==> config.mk <==
export PLATFORM = sky130hd
export DESIGN_NAME = distinct_value_filter_flat
export DESIGN_NICKNAME = d
export VERILOG_FILES = /design/src/hw/rtl/dvf_pkg.sv /design/src/hw/rtl/dvf_item_if.sv /design/src/hw/rtl/dvf_result_if.sv /design/src/hw/rtl/distinct_value_filter.sv /design/src/flat_wrapper.sv
export SDC_FILE = /design/constraint.sdc
export NUM_CORES = 2
export LEC_CHECK = 0
export BUFFER_PORTS_ARGS = -buffer_cell sky130_fd_sc_hd__buf_4
export CAP_MARGIN = 30
export CORE_MARGIN = 5
export CORE_UTILIZATION = 50
export CTS_CLUSTER_SIZE = 30
export DETAILED_ROUTE_END_ITERATION = 8
export GPL_TIMING_DRIVEN = 0
export PLACE_DENSITY_LB_ADDON = 0.2
export SYNTH_ARGS = -nofsm -noshare
export SYNTH_HDL_FRONTEND = slang
export SYNTH_SLANG_ARGS = --single-unit
==> constraint.sdc <==
create_clock -name clk -period 6.75 [get_ports clk]
set_input_delay 0.675 -clock clk [delete_from_list [all_inputs] [get_ports clk]]
set_output_delay 0.675 -clock clk [all_outputs]
set_load 0.02 [all_outputs]
==> src/hw/rtl/dvf_pkg.sv <==
package dvf_pkg;

	localparam int unsigned ValueW = 32;
	localparam int unsigned CountW = 7;

	typedef logic signed [ValueW-1:0] value_t;

	typedef struct packed {
		value_t value;
		logic   last_of_set;
	} item_t;

	typedef struct packed {
		value_t            value_out;
		logic              first_seen;
		logic              overflow;
		logic [CountW-1:0] distinct_count;
		logic              set_done;
	} result_t;

endpackage

==> src/hw/rtl/dvf_item_if.sv <==
interface dvf_item_if;
	logic           valid;
	logic           ready;
	dvf_pkg::item_t payload;

	modport source (output valid, output payload, input ready);
	modport sink (input valid, input payload, output ready);
endinterface

==> src/hw/rtl/dvf_result_if.sv <==
interface dvf_result_if;
	logic             valid;
	logic             ready;
	dvf_pkg::result_t payload;

	modport source (output valid, output payload, input ready);
	modport sink (input valid, input payload, output ready);
endinterface

==> src/hw/rtl/distinct_value_filter.sv <==
// Flags repeated values in a stream of 32-bit signed values grouped into sets. Every input
// transaction gives exactly one result transaction that echoes the value, says whether it is new
// to the current set, flags a new value that found the table full, and carries the running count
// of stored distinct values; the input marked as the last of its set empties the table after its
// result. Stored values sit in a single-port-read memory of TABLE_DEPTH entries that is scanned
// one entry per cycle, oldest first, and the scan stops at the first match. A new item is not
// taken until the scan of the last one has ended and its result has been loaded, so items are
// handled one at a time, limited by that one read port. A finished result waits in an output
// register, so the next item is taken while it is still pending.
module distinct_value_filter #(
	parameter int unsigned TABLE_DEPTH = 64
) (
	input logic         clk,
	input logic         arst_n,
	dvf_item_if.sink    items,
	dvf_result_if.source results
);
	import dvf_pkg::*;

	localparam int unsigned AW = (TABLE_DEPTH > 1) ? $clog2(TABLE_DEPTH) : 1;
	localparam int unsigned CW = $clog2(TABLE_DEPTH + 1);
	localparam logic [CW-1:0] DepthCount = CW'(TABLE_DEPTH);

	localparam logic [1:0] ST_IDLE   = 2'd0;
	localparam logic [1:0] ST_SCAN   = 2'd1;
	localparam logic [1:0] ST_FINISH = 2'd2;

	logic [1:0]    state_q;
	logic [CW-1:0] cnt_q;
	logic [CW-1:0] idx_q;
	logic          rd_pend_s1;
	logic          found_q;
	logic          out_valid_q;
	result_t       out_q;
	value_t        value_q;
	logic          last_q;
	value_t        rdata_s1;
	value_t        table_mem [TABLE_DEPTH];

	logic          accept;
	logic          match;
	logic          more;
	logic          rd_en;
	logic          out_free;
	logic          finish;
	logic          room;
	logic          store;
	logic [CW-1:0] cnt_after;

	assign accept    = items.valid && items.ready;
	assign match     = rd_pend_s1 && (rdata_s1 == value_q);
	assign more      = idx_q < cnt_q;
	assign rd_en     = (state_q == ST_SCAN) && !match && more;
	assign out_free  = !out_valid_q || results.ready;
	assign finish    = (state_q == ST_FINISH) && out_free;
	assign room      = cnt_q < DepthCount;
	assign store     = !found_q && room;
	assign cnt_after = cnt_q + CW'(store);

	assign items.ready     = (state_q == ST_IDLE);
	assign results.valid   = out_valid_q;
	assign results.payload = out_q;

	always_ff @(posedge clk or negedge arst_n) begin
		if (!arst_n) begin
			state_q     <= ST_IDLE;
			cnt_q       <= '0;
			idx_q       <= '0;
			rd_pend_s1  <= 1'b0;
			found_q     <= 1'b0;
			out_valid_q <= 1'b0;
		end else begin
			if (finish) begin
				out_valid_q <= 1'b1;
			end else if (results.ready) begin
				out_valid_q <= 1'b0;
			end
			case (state_q)
				ST_IDLE: begin
					if (accept) begin
						idx_q   <= '0;
						state_q <= ST_SCAN;
					end
				end
				ST_SCAN: begin
					if (match) begin
						found_q    <= 1'b1;
						rd_pend_s1 <= 1'b0;
						state_q    <= ST_FINISH;
					end else if (more) begin
						idx_q      <= idx_q + CW'(1);
						rd_pend_s1 <= 1'b1;
					end else begin
						found_q    <= 1'b0;
						rd_pend_s1 <= 1'b0;
						state_q    <= ST_FINISH;
					end
				end
				ST_FINISH: begin
					if (out_free) begin
						cnt_q   <= last_q ? '0 : cnt_after;
						state_q <= ST_IDLE;
					end
				end
				default: begin
					state_q <= ST_IDLE;
				end
			endcase
		end
	end

	always_ff @(posedge clk) begin
		if (accept) begin
			value_q <= items.payload.value;
			last_q  <= items.payload.last_of_set;
		end
		if (finish) begin
			out_q.value_out      <= value_q;
			out_q.first_seen     <= !found_q;
			out_q.overflow       <= !found_q && !room;
			out_q.distinct_count <= CountW'(cnt_after);
			out_q.set_done       <= last_q;
		end
	end

	always_ff @(posedge clk) begin
		if (finish && store) begin
			table_mem[cnt_q[AW-1:0]] <= value_q;
		end
		if (rd_en) begin
			rdata_s1 <= table_mem[idx_q[AW-1:0]];
		end
	end

	assert property (@(posedge clk) disable iff (!arst_n) cnt_q <= DepthCount)
		else $error("stored count exceeds the table depth");

	assert property (@(posedge clk) disable iff (!arst_n)
		(state_q == ST_SCAN) |-> (idx_q <= cnt_q))
		else $error("scan index ran past the stored entries");

	assert property (@(posedge clk) disable iff (!arst_n)
		rd_pend_s1 |-> ($past(state_q) == ST_SCAN))
		else $error("read data pending outside a scan");

	assert property (@(posedge clk) disable iff (!arst_n)
		$rose(out_valid_q) |-> ($past(state_q) == ST_FINISH))
		else $error("result loaded without a finished scan");

	assert property (@(posedge clk) disable iff (!arst_n)
		out_valid_q |-> !(out_q.overflow && !out_q.first_seen))
		else $error("overflow flagged on a duplicate");

endmodule

==> src/flat_wrapper.sv <==
// flat-port wrapper written by rule: the top's interface ports become plain ports
module distinct_value_filter_flat import dvf_pkg::*;
#(
	parameter int unsigned TABLE_DEPTH = 64
)
  (clk, arst_n, items_valid, items_payload, items_ready, results_valid, results_payload, results_ready);
  dvf_item_if items_i ();
  dvf_result_if results_i ();
  input logic clk;
  input logic arst_n;
  input wire logic [$bits(items_i.valid)-1:0] items_valid;
  input wire logic [$bits(items_i.payload)-1:0] items_payload;
  output wire logic [$bits(items_i.ready)-1:0] items_ready;
  output wire logic [$bits(results_i.valid)-1:0] results_valid;
  output wire logic [$bits(results_i.payload)-1:0] results_payload;
  input wire logic [$bits(results_i.ready)-1:0] results_ready;
  assign items_i.valid = items_valid;
  assign items_i.payload = items_payload;
  assign items_ready = items_i.ready;
  assign results_valid = results_i.valid;
  assign results_payload = results_i.payload;
  assign results_i.ready = results_ready;
  distinct_value_filter #(.TABLE_DEPTH(TABLE_DEPTH)) u_core (.clk(clk), .arst_n(arst_n), .items(items_i), .results(results_i));
endmodule
=== After elaboration in Yosys (flattened, before gate mapping) ===
Memories as Yosys holds them, arrays and structs flattened. A register that Yosys moved wholly into a read port is not among the register bits.
Cells that the tools add are included.
W data, S select, Z words.

* Memories kept: 1
* RAM bits: 2048
* Bits in registers: 94
* Word-level logic and storage cells: 65

* Add/subtract/negate cells: 2
* Equal/unequal tests: 9
* Muxes and demuxes: 18
* Order comparisons: 2
* Reduce and logical (&&, ||, !) cells: 20

{| class="wikitable"
|+ Memory list
! memory !! words !! width !! rd ports !! clocked after Yosys merged registers in !! wr ports !! line !! text
|-
| u_core.table_mem || 64 || 32 || 1 || 1 || 1 || distinct_value_filter.sv:38 || <nowiki>value_t table_mem [TABLE_DEPTH];</nowiki>
|}

{| class="wikitable"
|+ Operators with widths
! kind !! number
|-
| $eq A32 B32 Y1 || 1
|-
| $mux W7 || 4
|-
| $pmux W7 S2 || 1
|-
| $logic_and A1 B1 Y1 || 8
|-
| $mux W1 || 8
|-
| $mux W2 || 4
|-
| $add A7 B1 Y7 || 1
|-
| $add A7 B1 Y7 const B || 1
|-
| $lt A7 B7 Y1 || 1
|-
| $lt A7 B7 Y1 const B || 1
|-
| $ne A2 B1 Y1 const B || 3
|-
| $pmux W2 S3 || 1
|-
| $logic_not A1 Y1 || 4
|-
| $ne A2 B2 Y1 const B || 2
|-
| $reduce_and A2 Y1 || 2
|-
| $reduce_and A4 Y1 || 1
|-
| $reduce_bool A2 Y1 || 2
|-
| $ne A3 B2 Y1 const B || 1
|-
| $reduce_and A3 Y1 || 1
|-
| $eq A2 B1 Y1 const B || 1
|-
| $eq A2 B2 Y1 const B || 1
|-
| $logic_not A2 Y1 || 1
|-
| $logic_or A1 B1 Y1 || 1
|}

=== Depth between registers and ports, before layout ===
* Depth after elaboration: 6
* Depth in mapped cells: 12

=== Least setup slack after synthesis ===
Ideal clock, no wire load.

* Kind: input to register
* From: in results_ready
* To: mem u_core.table_mem[63][0] (netlist bit) (enable)
* Data arrival time: 3.894 ns
* Library setup time: 0.421 ns
* Stages on the path: 7
* Required time: 6.329 ns
* Path slack: 2.435 ns
* Buffers on the path: 1
* Path through: nand2b_1 nand2b_1 clkbuf_1 inv_1 and3_1 nand3_1 nor2_1

* Longest elaborated chain between the ends: 5

{| class="wikitable"
|+ RTL lines
! item !! line !! text
|-
| start: declaration || flat_wrapper.sv:16 || <nowiki>input wire logic [$bits(results_i.ready)-1:0] results_ready;</nowiki>
|-
| $logic_or A1 B1 Y1 || distinct_value_filter.sv:54 || <nowiki>assign out_free = !out_valid_q || results.ready;</nowiki>
|-
| $logic_and A1 B1 Y1 || distinct_value_filter.sv:55 || <nowiki>assign finish = (state_q == ST_FINISH) && out_free;</nowiki>
|-
| named net u_core.finish || distinct_value_filter.sv:45 || <nowiki>logic finish;</nowiki>
|-
| $logic_and A1 B1 Y1 || distinct_value_filter.sv:127 || <nowiki>if (finish && store) begin</nowiki>
|-
| $mux W1 || distinct_value_filter.sv:127 ||
|-
| $mux W1 (not written as such) || distinct_value_filter.sv:128 || <nowiki>table_mem[cnt_q[AW-1:0]] <= value_q;</nowiki>
|-
| end: declaration || distinct_value_filter.sv:38 ||
|}

The timed path passes the listed nets, and every way through them passes these cells.

=== Worst setup path after layout ===
* From: reg u_core.idx_q[1]
* To: reg u_core.rdata_s1[7], read port of u_core.table_mem (data pin)

* Longest elaborated chain between the ends: 2

{| class="wikitable"
|+ RTL lines
! item !! line !! text
|-
| start: declaration || distinct_value_filter.sv:30 || <nowiki>logic [CW-1:0] idx_q;</nowiki>
|-
| start signal: assignment || distinct_value_filter.sv:91 || <nowiki>idx_q <= idx_q + CW'(1);</nowiki>
|-
| $lt A7 B7 Y1 || distinct_value_filter.sv:52 || <nowiki>assign more = idx_q < cnt_q;</nowiki>
|-
| $logic_and A1 B1 Y1 || distinct_value_filter.sv:53 || <nowiki>assign rd_en = (state_q == ST_SCAN) && !match && more;</nowiki>
|-
| end: declaration || distinct_value_filter.sv:37 || <nowiki>value_t rdata_s1;</nowiki>
|}

Several ways; a longest one is shown, not always the timed one.
A chain may end at the register's enable or synchronous reset.

==> impl_metrics.py <==
metrics = {
    "finish": {
        "layout.cells.non_filler": 6364,
        "drive_above_1_share": 0.317,
        "area_growth_pct": 18.2,
        "postLayoutCoreUtil": 0.594,
        "nets": 4052,
    },
    "clock_network": {
        "clk_path_buf_depth": 3,
        "htreeDepth": 4,
        "clk_latency_ps": 840,
        "postCtsSetupBuffers": 0,
        "numCtsBuffers": 212,
        "root_buffer": "clkbuf_16",
        "cts_resized": 0,
        "cts_tree": "built",
        "cts.sinks": 2174,
        "path_clk_slew_ps": 60,
    },
    "detailed_routing": {
        "vias": 41012,
        "viasPerCell": 6.44,
        "drcViolationCount": 0,
        "post_drt_wl_per_cell_um": 36.8,
        "drtPass1Iterations": 6,
        "drtAntennaViolNets": 0,
        "totalWireLength_um": 234000,
        "drt-initial-drc-count": 6737,
    },
    "yosys": {
        "syn_area_per_cell_um2": 23.7,
        "ys.warnings.count": 0,
        "synth_area_um2": 82800,
        "synth_ff_type": "edfxtp_1",
        "ys_ff_latch": 2174,
        "synthArstFlopShare": 0.00874,
        "synth_edf_count": 2155,
        "synth_fp_nets": 3539,
        "syn_inst": 3493,
        "ys_types": 48,
        "ys_seq_area_frac": 0.787,
    },
    "placement": {
        "dpl.hpwl_um": 160000,
        "place.gp.congestion": 0.992,
        "dp_cells": 5941,
        "io_buffers": 80,
    },
    "pwr": {
        "p_sw_frac": 0.312,
        "p_switching_mw": 12.3,
        "ir_worst_vdd_uv": 329,
        "internal-power_mw": 27.1,
        "power_density_nw_per_um2": 402,
        "p_leak_nw": 30.7,
        "power_frac_seq": 0.408,
        "p_clk_frac": 0.291,
        "pwr-share-comb": 0.301,
    },
    "die": {
        "die_area_um2": 174000,
        "core-area_um2": 165000,
        "dieHeight_um": 417,
        "io_pins": 81,
        "num_rows": 149,
        "start_util": 0.503,
        "die_x_um": 417,
    },
    "global_routing": {
        "gr-total-overflow": 0,
        "track_usage": 0.271,
        "antenna_found_initial": 8,
        "grt_pass1_vias": 40208,
        "grt_max_degree": 38,
        "grt_pass1_wl_um": 324000,
    },
    "setup_path": {
        "worstPathCellList": "buf_2 > buf_2 > clkbuf_1 > mux4_2 > mux4_2 > a22oi_1 > o31ai_1",
        "crit_slowest_cell": "a22oi_1",
        "crit_type": "flop to flop",
        "cp_top_family": "buffers and inverters",
        "max_stage_delay_ps": 870,
        "cp_max_fo": 12,
        "end_kind": "flop",
        "crit_required_ps": 7280,
        "critPathArrivalTime_ps": 5310,
        "crit_path_start_kind": "flop",
        "crit_buf_inv": 3,
    },
    "sta": {
        "drv_slew": 0,
        "final.period_utilization": 0.709,
        "min_period_ps": 4780,
        "clock.fmax_mhz": 209,
        "hold_viol": 0,
        "rsz0062_at_grt": "false",
        "maxSlewHeadroom": 0.239,
        "skew_ps": 24.7,
        "finalSetupViolations": 0,
        "tightestPinTransition_ps": 1130,
        "setup_tns_ps": 0,
    },
    "outcome": {
        "outcome": "finished, final reports clean",
    },
    "hold_path": {
        "hold_class": "primary input to flop",
    },
    "job": {
        "maxCapViolations": 0,
    },
}
-- state kept, by name (all words and copies together) (netlist names) --
signal / cells
u_core.cnt_q: 7
u_core.found_q: 1
u_core.idx_q: 7
u_core.last_q: 1
u_core.rd_pend_s1: 1
u_core.rdata_s1: 32
u_core.results.payload: 42
u_core.results.valid: 1
u_core.state_q: 2
u_core.table_mem: 2048
u_core.value_q: 32
-- layout by cell type (no fill, tap or decap), drive strengths merged, types with 7 or more instances in the layout --
cell type    count
xnor2            9
mux4           575
a2bb2oi         10
nor2           105
o22ai           12
clkbuf         343
a22oi           35
xor2            28
nor4             7
mux2            30
o21ai           34
edfxtp        2155
dfrtp           19
o31ai           13
mux2i           65
nand3           14
a221o           11
nand2           33
ha               9
a221oi           8
a21oi           49
dlygate4sd3     32
a211oi          14
inv             22
nor2b           20
bufinv          14
buf            370
nand2b           9
clkinv          84
-- cells by family after synthesis --
logic type,count (synthesis),share of synthesized area
DFF,2174,0.787
muxes,670,0.168
and+or+nand+nor,208,0.0114
AOI/OAI and AO/OA,204,0.0167
buffers and inverters,191,0.0114
xor gates and xnor gates,37,0.00391
adders and majority gates,9,0.00136
-- cell usage after synthesis (3+ instances only) --
| cell type | instances | area [µm²] |
|---|---|---|
| a211oi_1 | 14 | 105 |
| a21o_1 | 4 | 30.0 |
| a21oi_1 | 48 | 240 |
| a221o_1 | 11 | 110 |
| a221oi_1 | 8 | 70.1 |
| a22o_1 | 3 | 26.3 |
| a22oi_1 | 35 | 263 |
| a2bb2oi_1 | 10 | 87.6 |
| and2_1 | 3 | 18.8 |
| and3_1 | 6 | 37.5 |
| buf_1 | 24 | 90.1 |
| buf_2 | 52 | 260 |
| buf_4 | 14 | 105 |
| buf_6 | 15 | 169 |
| clkbuf_1 | 71 | 267 |
| dfrtp_1 | 19 | 475 |
| edfxtp_1 | 2155 | 64700 |
| ha_1 | 9 | 113 |
| inv_1 | 14 | 52.6 |
| mux2_2 | 30 | 338 |
| mux2i_1 | 65 | 651 |
| mux4_2 | 575 | 12900 |
| nand2_1 | 33 | 124 |
| nand2b_1 | 9 | 56.3 |
| nand3_1 | 14 | 70.1 |
| nand4_1 | 4 | 25.0 |
| nor2_1 | 105 | 394 |
| nor2b_1 | 20 | 125 |
| nor4_1 | 7 | 43.8 |
| o21ai_0 | 27 | 135 |
| o21ai_1 | 7 | 35.0 |
| o21ba_2 | 4 | 40.0 |
| o22ai_1 | 12 | 75.1 |
| o31ai_1 | 13 | 97.6 |
| xnor2_1 | 9 | 78.8 |
| xor2_1 | 28 | 245 |
-- repair_timing --
action | in CTS | in global routing
hold endpoints to repair | 50 | 0
hold buffers | 32 | 0
endpoints found under the setup margin | 0 | 0
-- metrics by stage --
stage | setup WS, ps | hold slack (ps) | instance area, µm² | total power [mW]
after CTS | 2070 | 3.19 | 97800 | 39.3
after global placement | -1250 | 549 | 86200 | 27.3
after global routing | 2140 | 7.19 | 97900 | 40.5
final | 1970 | 52.7 | 97900 | 39.4
after floorplan | 2430 | 379 | 82800 | 22.9
after detailed placement | 2100 | 549 | 90800 | 28.0
-- path summary, 6_finish.rpt --
kind | from | end | slack [ps] | cells after the start
setup / recovery | u_core.idx_q[1] | u_core.rdata_s1[7] | 1970 | 7
hold / removal | items_payload[28] | u_core.value_q[27] | 50 | 1
setup reg to reg | u_core.idx_q[1] | u_core.rdata_s1[7] | 1970 | 7
hold reg to reg | u_core.rd_pend_s1 | u_core.rd_pend_s1 | 560 | 2
max in group asynchronous | arst_n | u_core.idx_q[4] | 6140 | 2
min in group asynchronous | arst_n | u_core.cnt_q[5] | 370 | 2
-- metal layers --
metal	global-route usage	wire [µm]	vias up
met4	0.101	10100	0
li1	-	-	16019
met3	0.0731	27400	413
met1	0.388	89500	22009
met5	0	0	-
met2	0.406	107000	2571
-- power by group through the flow --
stage / clock network, mW / logic, mW / registers, mW
2_1_floorplan: 0 / 6.38 / 16.5
3_3_place_gp: 0 / 10.3 / 17.0
3_5_place_dp: 0 / 11.7 / 16.3
4_1_cts: 11.6 / 11.7 / 16.1
5_1_grt: 12.1 / 12.3 / 16.1
6_report: 11.4 / 11.9 / 16.1
-- cell type report --
cell class,count,area (µm²)
multi-input combinational,1128,17200
clock inverter,110,958
fill,11485,66900
inverter,15,56.3
buffer,176,895
timing repair buffer,299,5140
tap,2189,2740
sequential,2174,65200
clock buffer,270,5710
antenna,3,7.51
(Power assumes the default switching activity.)
